<file path="src/design/pca_pkg.sv">
// shared widths, register indexes and controller state codes for the pid block
package pca_pkg;

    // bit-serial multiplier: 32-bit multiplicand, 48-bit multiplier
    localparam int MUL_A_W   = 32;
    localparam int MUL_B_W   = 48;
    localparam int PROD_W    = MUL_A_W + MUL_B_W;
    localparam int MUL_CNT_W = $clog2(MUL_B_W);

    // restoring divider: 64-bit dividend, 32-bit divisor
    localparam int DIV_N_W   = 64;
    localparam int DIV_D_W   = 32;
    localparam int DIV_CNT_W = $clog2(DIV_N_W);

    // configuration port
    localparam int CFG_IDX_W  = 3;
    localparam int CFG_DATA_W = 32;

    typedef enum logic [CFG_IDX_W-1:0] {
        REG_KP   = 3'd0,
        REG_KI   = 3'd1,
        REG_KD   = 3'd2,
        REG_BIAS = 3'd3
    } cfg_reg_t;

    // one-hot sequencer states
    typedef enum logic [11:0] {
        ST_IDLE  = 12'b0000_0000_0001,
        ST_DMUL  = 12'b0000_0000_0010,
        ST_DDIV  = 12'b0000_0000_0100,
        ST_PMUL  = 12'b0000_0000_1000,
        ST_DKMUL = 12'b0000_0001_0000,
        ST_IMUL  = 12'b0000_0010_0000,
        ST_IDIV  = 12'b0000_0100_0000,
        ST_LDIV  = 12'b0000_1000_0000,
        ST_CAND  = 12'b0001_0000_0000,
        ST_KCMUL = 12'b0010_0000_0000,
        ST_IFMUL = 12'b0100_0000_0000,
        ST_OUT   = 12'b1000_0000_0000
    } pca_state_t;

endpackage

</file>
<file path="src/design/pca_in_if.sv">
// input channel: setpoint, measurement and elapsed time
interface pca_in_if;
    logic               valid;
    logic               ready;
    logic signed [31:0] target_value;
    logic signed [31:0] measured_value;
    logic        [15:0] elapsed_ms;

    modport source (output valid, output target_value, output measured_value,
                    output elapsed_ms, input ready);
    modport sink   (input valid, input target_value, input measured_value,
                    input elapsed_ms, output ready);
endinterface

</file>
<file path="src/design/pca_out_if.sv">
// output channel: clamped drive and the three controller terms
interface pca_out_if;
    logic               valid;
    logic               ready;
    logic        [15:0] drive_value;
    logic signed [31:0] p_term;
    logic signed [31:0] i_term;
    logic signed [31:0] d_term;

    modport source (output valid, output drive_value, output p_term, output i_term,
                    output d_term, input ready);
    modport sink   (input valid, input drive_value, input p_term, input i_term,
                    input d_term, output ready);
endinterface

</file>
<file path="src/design/pca_mul.sv">
// bit-serial shift-add multiplier, one multiplier bit per cycle
module pca_mul
    import pca_pkg::*;
(
    input  logic                 clk,
    input  logic                 rst_n,
    input  logic                 start,
    input  logic [MUL_A_W-1:0]   a,
    input  logic [MUL_B_W-1:0]   b,
    output logic [PROD_W-1:0]    prod,
    output logic                 done
);

    localparam logic [MUL_CNT_W-1:0] LAST = MUL_CNT_W'(MUL_B_W - 1);

    logic                 busy_reg;
    logic                 done_reg;
    logic [MUL_CNT_W-1:0] cnt_reg;
    logic [PROD_W-1:0]    acc_reg;
    logic [PROD_W-1:0]    acc_next;
    logic [MUL_A_W-1:0]   mcand_reg;
    logic [MUL_A_W:0]     sum;

    // add multiplicand into the upper half when the low bit is set, then shift the whole word right
    always_comb
    begin
        sum      = {1'b0, acc_reg[PROD_W-1:MUL_B_W]}
                 + {1'b0, (acc_reg[0] ? mcand_reg : {MUL_A_W{1'b0}})};
        acc_next = {sum, acc_reg[MUL_B_W-1:1]};
    end

    // control
    always_ff @(posedge clk or negedge rst_n)
    begin
        if (!rst_n)
        begin
            busy_reg <= 1'b0;
            done_reg <= 1'b0;
            cnt_reg  <= '0;
        end
        else
        begin
            done_reg <= 1'b0;
            if (busy_reg)
            begin
                cnt_reg <= cnt_reg + 1'b1;
                if (cnt_reg == LAST)
                begin
                    busy_reg <= 1'b0;
                    done_reg <= 1'b1;
                end
            end
            else if (start)
            begin
                busy_reg <= 1'b1;
                cnt_reg  <= '0;
            end
        end
    end

    // datapath
    always_ff @(posedge clk)
    begin
        if (busy_reg)
        begin
            acc_reg <= acc_next;
        end
        else if (start)
        begin
            acc_reg   <= {{MUL_A_W{1'b0}}, b};
            mcand_reg <= a;
        end
    end

    assign prod = acc_reg;
    assign done = done_reg;

endmodule

</file>
<file path="src/design/pca_div.sv">
// restoring divider, one quotient bit per cycle
module pca_div
    import pca_pkg::*;
(
    input  logic                 clk,
    input  logic                 rst_n,
    input  logic                 start,
    input  logic [DIV_N_W-1:0]   dividend,
    input  logic [DIV_D_W-1:0]   divisor,
    output logic [DIV_N_W-1:0]   quotient,
    output logic                 done
);

    localparam logic [DIV_CNT_W-1:0] LAST = DIV_CNT_W'(DIV_N_W - 1);

    logic                 busy_reg;
    logic                 done_reg;
    logic [DIV_CNT_W-1:0] cnt_reg;
    logic [DIV_D_W-1:0]   rem_reg;
    logic [DIV_D_W-1:0]   rem_next;
    logic [DIV_N_W-1:0]   quo_reg;
    logic [DIV_N_W-1:0]   quo_next;
    logic [DIV_D_W-1:0]   dsr_reg;
    logic [DIV_D_W:0]     trial;
    logic [DIV_D_W:0]     diff;
    logic                 fits;

    // bring down the next dividend bit and try a subtract
    always_comb
    begin
        trial    = {rem_reg, quo_reg[DIV_N_W-1]};
        diff     = trial - {1'b0, dsr_reg};
        fits     = (trial >= {1'b0, dsr_reg});
        rem_next = fits ? diff[DIV_D_W-1:0] : trial[DIV_D_W-1:0];
        quo_next = {quo_reg[DIV_N_W-2:0], fits};
    end

    // control
    always_ff @(posedge clk or negedge rst_n)
    begin
        if (!rst_n)
        begin
            busy_reg <= 1'b0;
            done_reg <= 1'b0;
            cnt_reg  <= '0;
        end
        else
        begin
            done_reg <= 1'b0;
            if (busy_reg)
            begin
                cnt_reg <= cnt_reg + 1'b1;
                if (cnt_reg == LAST)
                begin
                    busy_reg <= 1'b0;
                    done_reg <= 1'b1;
                end
            end
            else if (start)
            begin
                busy_reg <= 1'b1;
                cnt_reg  <= '0;
            end
        end
    end

    // datapath
    always_ff @(posedge clk)
    begin
        if (busy_reg)
        begin
            rem_reg <= rem_next;
            quo_reg <= quo_next;
        end
        else if (start)
        begin
            rem_reg <= '0;
            quo_reg <= dividend;
            dsr_reg <= divisor;
        end
    end

    assign quotient = quo_reg;
    assign done     = done_reg;

endmodule

</file>
<file path="src/design/pid_conditional_antiwindup.sv">
// pid controller with conditional-integration anti-windup, bit-serial datapath
// datapath: six products on a serial multiplier and up to three quotients on a
// serial divider; the limit quotient is skipped when ki is tiny
// throughput: one item at a time; the next input is taken as soon as the
// result sits in the output register
// reset: gains, bias, integral and previous error clear to zero; ready at once
module pid_conditional_antiwindup
    import pca_pkg::*;
#(
    parameter int FRAC_BITS = 16
)(
    input  logic                  clk,
    input  logic                  rst_n,
    input  logic                  cfg_we,
    input  logic [CFG_IDX_W-1:0]  cfg_idx,
    input  logic [CFG_DATA_W-1:0] cfg_data,
    pca_in_if.sink                in_chan,
    pca_out_if.source             out_chan
);

    localparam int SUM_W = 35;
    localparam logic [DIV_N_W-1:0] LIM_NUM  = DIV_N_W'(64'd255 << (2 * FRAC_BITS));
    localparam logic [31:0]        TINY_KI  = 32'((64'd1 << FRAC_BITS) / 64'd1000000);
    localparam logic [46:0]        LIM_TINY = 47'(64'd10000 << FRAC_BITS);
    localparam logic signed [SUM_W-1:0] TOP = SUM_W'(64'd255 << FRAC_BITS);

    // saturate a sign and magnitude to signed 32 bits
    function automatic logic signed [31:0] sat_mag(input logic neg,
                                                   input logic [PROD_W-1:0] mag);
        logic signed [31:0] r;
        if (!neg)
        begin
            r = (|mag[PROD_W-1:31]) ? 32'sh7FFF_FFFF : $signed({1'b0, mag[30:0]});
        end
        else
        begin
            r = ((|mag[PROD_W-1:32]) || (mag[31] && (|mag[30:0])))
                ? 32'sh8000_0000 : $signed(-mag[31:0]);
        end
        return r;
    endfunction

    function automatic logic [31:0] abs32(input logic signed [31:0] v);
        return v[31] ? 32'(-v) : 32'(v);
    endfunction

    function automatic logic [47:0] abs48(input logic signed [47:0] v);
        return v[47] ? 48'(-v) : 48'(v);
    endfunction

    pca_state_t state_reg, state_next;
    logic       launched_reg;

    logic signed [31:0] kp_reg, ki_reg, kd_reg, bias_reg;
    logic signed [47:0] ei_reg;
    logic signed [31:0] prev_reg;

    logic signed [31:0] e_reg, der_reg, p_reg, d_reg, i_reg;
    logic        [15:0] m_reg;
    logic signed [49:0] inc_reg;
    logic        [46:0] lim_reg;
    logic signed [47:0] cand_reg;

    logic               out_valid_reg;
    logic        [15:0] drive_out_reg;
    logic signed [31:0] p_out_reg, i_out_reg, d_out_reg;

    logic                mul_start, mul_done;
    logic [MUL_A_W-1:0]  mul_a;
    logic [MUL_B_W-1:0]  mul_b;
    logic [PROD_W-1:0]   mul_prod;
    logic                div_start, div_done;
    logic [DIV_N_W-1:0]  div_n;
    logic [DIV_D_W-1:0]  div_d;
    logic [DIV_N_W-1:0]  div_q;

    logic                in_fire;
    logic signed [32:0]  err_wide;
    logic signed [32:0]  de_wide;
    logic [32:0]         de_mag;
    logic [31:0]         aki;
    logic                ki_tiny;
    logic [PROD_W-1:0]   prod_q;
    logic signed [31:0]  mulq_res;
    logic signed [49:0]  cand_raw;
    logic signed [49:0]  lim_s;
    logic signed [SUM_W-1:0] unsat;
    logic signed [SUM_W-1:0] total;
    logic [SUM_W-1:0]    total_clamped;
    logic                keep_cand;
    logic                out_free;
    logic                step_done;

    pca_mul u_mul (
        .clk   (clk),
        .rst_n (rst_n),
        .start (mul_start),
        .a     (mul_a),
        .b     (mul_b),
        .prod  (mul_prod),
        .done  (mul_done)
    );

    pca_div u_div (
        .clk      (clk),
        .rst_n    (rst_n),
        .start    (div_start),
        .dividend (div_n),
        .divisor  (div_d),
        .quotient (div_q),
        .done     (div_done)
    );

    // handshake
    assign in_chan.ready = (state_reg == ST_IDLE);
    assign in_fire       = in_chan.valid && in_chan.ready;
    assign out_free      = !out_valid_reg || out_chan.ready;

    // error and derivative numerator
    assign err_wide = {in_chan.target_value[31], in_chan.target_value}
                    - {in_chan.measured_value[31], in_chan.measured_value};
    assign de_wide  = {e_reg[31], e_reg} - {prev_reg[31], prev_reg};
    assign de_mag   = de_wide[32] ? 33'(-de_wide) : 33'(de_wide);

    assign aki     = abs32(ki_reg);
    assign ki_tiny = (aki <= TINY_KI);

    // product scaled back to Q and saturated, sign from the operands
    assign prod_q = mul_prod >> FRAC_BITS;

    // candidate integral, limit and the wide sums; the candidate i term is
    // taken straight from the finishing product
    assign cand_raw = {{2{ei_reg[47]}}, ei_reg} + inc_reg;
    assign lim_s    = $signed({3'b000, lim_reg});
    assign unsat    = SUM_W'(p_reg) + SUM_W'(mulq_res) + SUM_W'(d_reg) + SUM_W'(bias_reg);
    assign total    = SUM_W'(p_reg) + SUM_W'(i_reg) + SUM_W'(d_reg) + SUM_W'(bias_reg);
    assign keep_cand = !(((unsat > TOP) && (e_reg > 0)) || ((unsat < 0) && (e_reg < 0)));

    always_comb
    begin
        if (total < 0)
        begin
            total_clamped = '0;
        end
        else if (total > TOP)
        begin
            total_clamped = TOP;
        end
        else
        begin
            total_clamped = total;
        end
    end

    // operand selection and sign of the current product
    always_comb
    begin
        mul_a    = '0;
        mul_b    = '0;
        div_n    = mul_prod[DIV_N_W-1:0];
        div_d    = {16'd0, m_reg};
        mulq_res = '0;
        unique case (state_reg)
            ST_DMUL:
            begin
                mul_a = 32'd1000;
                mul_b = 48'(de_mag);
            end
            ST_PMUL:
            begin
                mul_a    = abs32(kp_reg);
                mul_b    = {16'd0, abs32(e_reg)};
                mulq_res = sat_mag(kp_reg[31] ^ e_reg[31], prod_q);
            end
            ST_DKMUL:
            begin
                mul_a    = abs32(kd_reg);
                mul_b    = {16'd0, abs32(der_reg)};
                mulq_res = sat_mag(kd_reg[31] ^ der_reg[31], prod_q);
            end
            ST_IMUL:
            begin
                mul_a = {16'd0, m_reg};
                mul_b = {16'd0, abs32(e_reg)};
            end
            ST_IDIV:
            begin
                div_d = 32'd1000;
            end
            ST_LDIV:
            begin
                div_n = LIM_NUM;
                div_d = aki;
            end
            ST_KCMUL:
            begin
                mul_a    = aki;
                mul_b    = abs48(cand_reg);
                mulq_res = sat_mag(ki_reg[31] ^ cand_reg[47], prod_q);
            end
            ST_IFMUL:
            begin
                mul_a    = aki;
                mul_b    = abs48(ei_reg);
                mulq_res = sat_mag(ki_reg[31] ^ ei_reg[47], prod_q);
            end
            default:
            begin
                mul_a = '0;
            end
        endcase
    end

    // unit launch and completion
    always_comb
    begin
        mul_start = 1'b0;
        div_start = 1'b0;
        step_done = 1'b0;
        unique case (state_reg)
            ST_DMUL, ST_PMUL, ST_DKMUL, ST_IMUL, ST_KCMUL, ST_IFMUL:
            begin
                mul_start = !launched_reg;
                step_done = launched_reg && mul_done;
            end
            ST_DDIV, ST_IDIV:
            begin
                div_start = !launched_reg;
                step_done = launched_reg && div_done;
            end
            ST_LDIV:
            begin
                div_start = !launched_reg && !ki_tiny;
                step_done = ki_tiny || (launched_reg && div_done);
            end
            default:
            begin
                step_done = 1'b0;
            end
        endcase
    end

    // sequencer
    always_comb
    begin
        state_next = state_reg;
        unique case (state_reg)
            ST_IDLE:  if (in_fire)   state_next = ST_DMUL;
            ST_DMUL:  if (step_done) state_next = ST_DDIV;
            ST_DDIV:  if (step_done) state_next = ST_PMUL;
            ST_PMUL:  if (step_done) state_next = ST_DKMUL;
            ST_DKMUL: if (step_done) state_next = ST_IMUL;
            ST_IMUL:  if (step_done) state_next = ST_IDIV;
            ST_IDIV:  if (step_done) state_next = ST_LDIV;
            ST_LDIV:  if (step_done) state_next = ST_CAND;
            ST_CAND:  state_next = ST_KCMUL;
            ST_KCMUL: if (step_done) state_next = ST_IFMUL;
            ST_IFMUL: if (step_done) state_next = ST_OUT;
            ST_OUT:   if (out_free)  state_next = ST_IDLE;
            default:  state_next = ST_IDLE;
        endcase
    end

    // control, configuration and controller state
    always_ff @(posedge clk or negedge rst_n)
    begin
        if (!rst_n)
        begin
            state_reg     <= ST_IDLE;
            launched_reg  <= 1'b0;
            out_valid_reg <= 1'b0;
            kp_reg        <= '0;
            ki_reg        <= '0;
            kd_reg        <= '0;
            bias_reg      <= '0;
            ei_reg        <= '0;
            prev_reg      <= '0;
        end
        else
        begin
            state_reg <= state_next;
            if (mul_start || div_start)
            begin
                launched_reg <= 1'b1;
            end
            else if (step_done)
            begin
                launched_reg <= 1'b0;
            end

            if (cfg_we)
            begin
                case (cfg_idx)
                    REG_KP:   kp_reg   <= $signed(cfg_data);
                    REG_KI:   ki_reg   <= $signed(cfg_data);
                    REG_KD:   kd_reg   <= $signed(cfg_data);
                    REG_BIAS: bias_reg <= $signed(cfg_data);
                    default:  ;
                endcase
            end

            // conditional integration
            if ((state_reg == ST_KCMUL) && step_done && keep_cand)
            begin
                ei_reg <= cand_reg;
            end

            if ((state_reg == ST_OUT) && out_free)
            begin
                out_valid_reg <= 1'b1;
                prev_reg      <= e_reg;
            end
            else if (out_valid_reg && out_chan.ready)
            begin
                out_valid_reg <= 1'b0;
            end
        end
    end

    // working registers of one item
    always_ff @(posedge clk)
    begin
        if (in_fire)
        begin
            if (err_wide > 33'sh0_7FFF_FFFF)
            begin
                e_reg <= 32'sh7FFF_FFFF;
            end
            else if (err_wide < -33'sh0_8000_0000)
            begin
                e_reg <= 32'sh8000_0000;
            end
            else
            begin
                e_reg <= err_wide[31:0];
            end
            m_reg <= (in_chan.elapsed_ms == 16'd0) ? 16'd1 : in_chan.elapsed_ms;
        end

        if (step_done)
        begin
            unique case (state_reg)
                ST_DDIV:  der_reg <= sat_mag(de_wide[32], PROD_W'(div_q));
                ST_PMUL:  p_reg   <= mulq_res;
                ST_DKMUL: d_reg   <= mulq_res;
                ST_IDIV:  inc_reg <= e_reg[31] ? -$signed({1'b0, div_q[48:0]})
                                               : $signed({1'b0, div_q[48:0]});
                ST_LDIV:
                begin
                    if (ki_tiny)
                    begin
                        lim_reg <= LIM_TINY;
                    end
                    else
                    begin
                        lim_reg <= (|div_q[DIV_N_W-1:47]) ? {47{1'b1}} : div_q[46:0];
                    end
                end
                ST_IFMUL: i_reg   <= mulq_res;
                default:  ;
            endcase
        end

        // clamp candidate to the limit
        if (state_reg == ST_CAND)
        begin
            if (cand_raw > lim_s)
            begin
                cand_reg <= 48'(lim_s);
            end
            else if (cand_raw < -lim_s)
            begin
                cand_reg <= 48'(-lim_s);
            end
            else
            begin
                cand_reg <= cand_raw[47:0];
            end
        end

        // result beat
        if ((state_reg == ST_OUT) && out_free)
        begin
            drive_out_reg <= 16'(total_clamped >> (FRAC_BITS - 8));
            p_out_reg     <= p_reg;
            i_out_reg     <= i_reg;
            d_out_reg     <= d_reg;
        end
    end

    assign out_chan.valid       = out_valid_reg;
    assign out_chan.drive_value = drive_out_reg;
    assign out_chan.p_term      = p_out_reg;
    assign out_chan.i_term      = i_out_reg;
    assign out_chan.d_term      = d_out_reg;

endmodule

</file>
<file path="src/flat_wrapper.sv">
// flat-port wrapper written by rule: the top's interface ports become plain ports
module pid_conditional_antiwindup_flat import pca_pkg::*;
#(
    parameter int FRAC_BITS = 16
)
  (clk, rst_n, cfg_we, cfg_idx, cfg_data, in_chan_valid, in_chan_target_value, in_chan_measured_value, in_chan_elapsed_ms, in_chan_ready, out_chan_valid, out_chan_drive_value, out_chan_p_term, out_chan_i_term, out_chan_d_term, out_chan_ready);
  pca_in_if in_chan_i ();
  pca_out_if out_chan_i ();
  input  logic clk;
  input  logic rst_n;
  input  logic cfg_we;
  input  logic [CFG_IDX_W-1:0] cfg_idx;
  input  logic [CFG_DATA_W-1:0] cfg_data;
  input wire logic [$bits(in_chan_i.valid)-1:0] in_chan_valid;
  input wire logic [$bits(in_chan_i.target_value)-1:0] in_chan_target_value;
  input wire logic [$bits(in_chan_i.measured_value)-1:0] in_chan_measured_value;
  input wire logic [$bits(in_chan_i.elapsed_ms)-1:0] in_chan_elapsed_ms;
  output wire logic [$bits(in_chan_i.ready)-1:0] in_chan_ready;
  output wire logic [$bits(out_chan_i.valid)-1:0] out_chan_valid;
  output wire logic [$bits(out_chan_i.drive_value)-1:0] out_chan_drive_value;
  output wire logic [$bits(out_chan_i.p_term)-1:0] out_chan_p_term;
  output wire logic [$bits(out_chan_i.i_term)-1:0] out_chan_i_term;
  output wire logic [$bits(out_chan_i.d_term)-1:0] out_chan_d_term;
  input wire logic [$bits(out_chan_i.ready)-1:0] out_chan_ready;
  assign in_chan_i.valid = in_chan_valid;
  assign in_chan_i.target_value = in_chan_target_value;
  assign in_chan_i.measured_value = in_chan_measured_value;
  assign in_chan_i.elapsed_ms = in_chan_elapsed_ms;
  assign in_chan_ready = in_chan_i.ready;
  assign out_chan_valid = out_chan_i.valid;
  assign out_chan_drive_value = out_chan_i.drive_value;
  assign out_chan_p_term = out_chan_i.p_term;
  assign out_chan_i_term = out_chan_i.i_term;
  assign out_chan_d_term = out_chan_i.d_term;
  assign out_chan_i.ready = out_chan_ready;
  pid_conditional_antiwindup #(.FRAC_BITS(FRAC_BITS)) u_core (.clk(clk), .rst_n(rst_n), .cfg_we(cfg_we), .cfg_idx(cfg_idx), .cfg_data(cfg_data), .in_chan(in_chan_i), .out_chan(out_chan_i));
endmodule
</file>
<file path="config.mk">
export PLATFORM = sky130hd
export DESIGN_NAME = pid_conditional_antiwindup_flat
export DESIGN_NICKNAME = d
export VERILOG_FILES = /design/src/design/pca_pkg.sv /design/src/design/pca_in_if.sv /design/src/design/pca_out_if.sv /design/src/design/pca_mul.sv /design/src/design/pca_div.sv /design/src/design/pid_conditional_antiwindup.sv /design/src/flat_wrapper.sv
export SDC_FILE = /design/constraint.sdc
export NUM_CORES = 2
export LEC_CHECK = 0
export ABC_CLOCK_PERIOD_IN_PS = 15700
export BUFFER_PORTS_ARGS = -buffer_cell sky130_fd_sc_hd__buf_2
export CAP_MARGIN = 20
export CORE_MARGIN = 10
export CORE_UTILIZATION = 50
export CTS_CLUSTER_SIZE = 14
export DETAILED_ROUTE_END_ITERATION = 7
export GPL_TIMING_DRIVEN = 0
export PLACE_DENSITY = 0.72
export SYNTH_ARGS = -nofsm -noshare
export SYNTH_HDL_FRONTEND = slang
export SYNTH_SLANG_ARGS = --single-unit
</file>
<file path="constraint.sdc">
create_clock -name clk -period 15.7 [get_ports clk]
set_clock_uncertainty 0.05 [all_clocks]
set_input_delay 0.785 -clock clk [delete_from_list [all_inputs] [get_ports clk]]
set_output_delay 0.785 -clock clk [all_outputs]
set_load 0.05 [all_outputs]
</file>
==> out/summary.txt <==
status -> finished with violations
failing checks -> design-rule violations
Syn Nets -> 7319
gr ovfl total -> 0
drt drc -> 9
CP dominant cell by count -> mux2i_1
CP delay by family, top -> compound AO/OA/AOI/OAI gates
commonest non-fill, non-tap cell in the layout -> edfxtp_1
EDFF count, synth -> 673
TritonCTS buffer count -> 101
synth top area cells -> edfxtp_1 31%, dfrtp_1 9.1%, ha_1 8.0%
DRT iter0 DRCs -> 6641
die width -> 381 µm
post-synthesis cell count -> 6707
switching share of power -> 40.8%
Core Rows -> 132
IO buf count -> 233
Crit path largest cell delay -> 0.82 ns
Final Hold Viols -> 0
Die Y -> 381 µm
Ports -> 234
Post-Syn Area -> 65200 µm²
Static Leakage -> 28.2 nW
Longest Clk Path Bufs -> 3
Final Instance Count excl. Fillers -> 8915
Slew Limit Headroom -> 20.3%
share of the synthesized area in the top cell type -> 31.0%
antenna violations before repair -> 6
htree depth -> 3
WP buf/inv -> 4
Worst Tran Pin Value -> 1.20 ns
Cell Int Power -> 6.28 mW
die area -> 145000 µm²
DPL Wire Length -> 178000 µm
largest net degree at the start of global routing -> 103
routability cong. -> 0.990
Worst Setup End Kind -> flip-flop
pwr/cell area -> 146 nW/µm²
flops & latches, synth -> 911
Tmin final -> 14.70 ns
postcts setup bufs -> 0
crit path DAT -> 15.23 ns
Mean Syn Cell Area -> 9.72 µm²
Synth area leader -> edfxtp_1
clk_lat worst skew -> 0.72 ns
crit-path max FO -> 10
first-pass GRT wire length -> 334000 µm
CTS root buf -> clkbuf_16
Slew Viols, Final -> 0
Seq/Total Area, Yosys -> 40.1%
Comb power frac -> 41.7%
gr usage total -> 29.5%
max reg flops -> 80
Core Area -> 129000 µm²
synth warn -> 0
most frequent cells in the layout -> 673 x edfxtp_1, 578 x nand2_1, 510 x o21ai_0
share of cells above drive strength 1 -> 9.86%
via count -> 57.0k
# nets final -> 7693
hold crit path type -> in -> reg
maxcap violations -> 0
Antenna Violating Nets Remaining -> 0
RSZ-0062 raised after global routing -> false
router iterations before antenna repair -> 8
class of the most critical setup path -> reg -> reg
slowest stage cell, crit path -> nor4_1
CP required -> 16.24 ns
CTS tree -> done
Clock transition at path regs -> 0.06 ns
Tcrit/Tclk final -> 93.6%
wire length per cell -> 25.2 µm
CP Launch Type -> flip-flop
area post-placement -> 69200 µm²
cell count after placement -> 8715
final setup violating endpoints -> 0
Yosys cell types -> 91
Clock power frac -> 23.5%
Final Cell Area -> 72700 µm²
Synth Flop Type -> edfxtp_1
final core utilization -> 56.1%
Area growth syn-to-layout -> 11.5%
number of global-route vias before repair -> 54.2k
switching power -> 4.33 mW
Post-Route WL -> 225000 µm
setup TNS -> 0 ns
Highest Clock Rate -> 68.0 MHz
ys async rst share -> 26.1%
DR vias/cell -> 6.39
peak supply drop -> 0.000127 V
Sequential Power Share -> 34.8%
CTS sink cnt -> 911
Initial Utilization -> 50.4%
final cells by class:
class	count	area, µm²
fillers	11500	56800
multi-input cells	5212	36900
flip-flops and latches	911	26200
clock buffers	139	2900
well taps	1742	2180
repair buffers	271	1750
plain buffers	304	1200
inverters	280	1060
clock inverters	52	576
diodes	4	10.0
metal layers:
metal / vias to the layer above / GRT usage (%) / share of wire [%]
li1: 25900 / - / -
met1: 27700 / 38.7 / 40
met3: 511 / 5.99 / 9.3
met5: - / 0 / 0
met4: 0 / 13.8 / 5.3
met2: 2864 / 46.6 / 45
logic make-up (layout without fill, tap and decap cells):
kind of cell	count (synthesis)	after routing	share of synthesized area [%]
compound gates	1928	1928	19.3
xor+xnor	589	589	7.91
fa+ha+maj	500	500	10.4
buf+inv	584	1046	3.45
flops	911	911	40.1
mux	222	222	3.86
other cells	0	4	0
simple gates	1973	1973	15.0
synth_stat cells, types with 24 or more instances:
library cell	instances
edfxtp_1	673
nand2_1	578
o21ai_0	510
a21oi_1	431
ha_1	419
nor2_1	396
xnor2_1	347
inv_1	280
clkbuf_1	268
xor2_1	242
dfrtp_1	237
nor3_1	164
mux2_2	162
a21o_1	155
nand3_1	143
o21a_1	104
or3_1	102
o31ai_1	99
nand4_1	90
nor2b_1	74
nor4_1	74
fa_1	73
nand2b_1	70
o22ai_1	67
or4_1	58
and2_1	57
o41ai_1	55
a211oi_1	50
o21bai_1	44
mux2i_1	42
and3_1	40
a31oi_1	39
or2_2	36
o211ai_1	31
o221ai_1	31
a221o_1	30
o311ai_0	28
a221oi_1	27
nor3b_1	26
a22oi_1	24
worst paths after layout:
kind,from,end,slack (ns),cells after the start
setup / recovery,u_core.state_reg[2]$_DFFE_PN0P_,u_core.ei_reg[43]$_DFFE_PN0P_,1.00,40
min in group asynchronous,rst_n,u_core.prev_reg[8]$_DFFE_PN0P_,0.54,2
hold reg to reg,u_core.i_reg[18]$_DFFE_PP_,u_core.out_chan.i_term[18]$_DFFE_PP_,0.44,0
max in group asynchronous,rst_n,u_core.bias_reg[6]$_DFFE_PN0P_,13.70,4
hold / removal,out_chan_ready,u_core.out_chan.valid$_DFFE_PN0P_,0.24,2
setup reg to reg,u_core.state_reg[2]$_DFFE_PN0P_,u_core.ei_reg[43]$_DFFE_PN0P_,1.00,40
metrics by stage:
step	setup WS (ns)	hold slack, ns	total power, mW
after floorplan	4.72	0.394	6.61
after global placement	0.773	0.419	7.91
after detailed placement	1.02	0.421	7.99
after CTS	0.973	0.223	10.5
after global routing	0.112	0.243	11.1
final	1.00	0.241	10.6
what timing repair did:
action	in CTS	in global routing
hold buffers	1	0
resized for setup	0	1
setup endpoints to repair	0	48
endpoints found under the hold margin	53	0
power groups by stage:
stage	Combinational (mW)	Clock (mW)	Sequential, mW
2_1_floorplan	3.12	0	3.49
3_3_place_gp	4.19	0	3.72
3_5_place_dp	4.29	0	3.70
4_1_cts	4.32	2.52	3.66
5_1_grt	4.82	2.61	3.71
6_report	4.43	2.50	3.69
No activity file was read; power rests on OpenSTA's default activity.
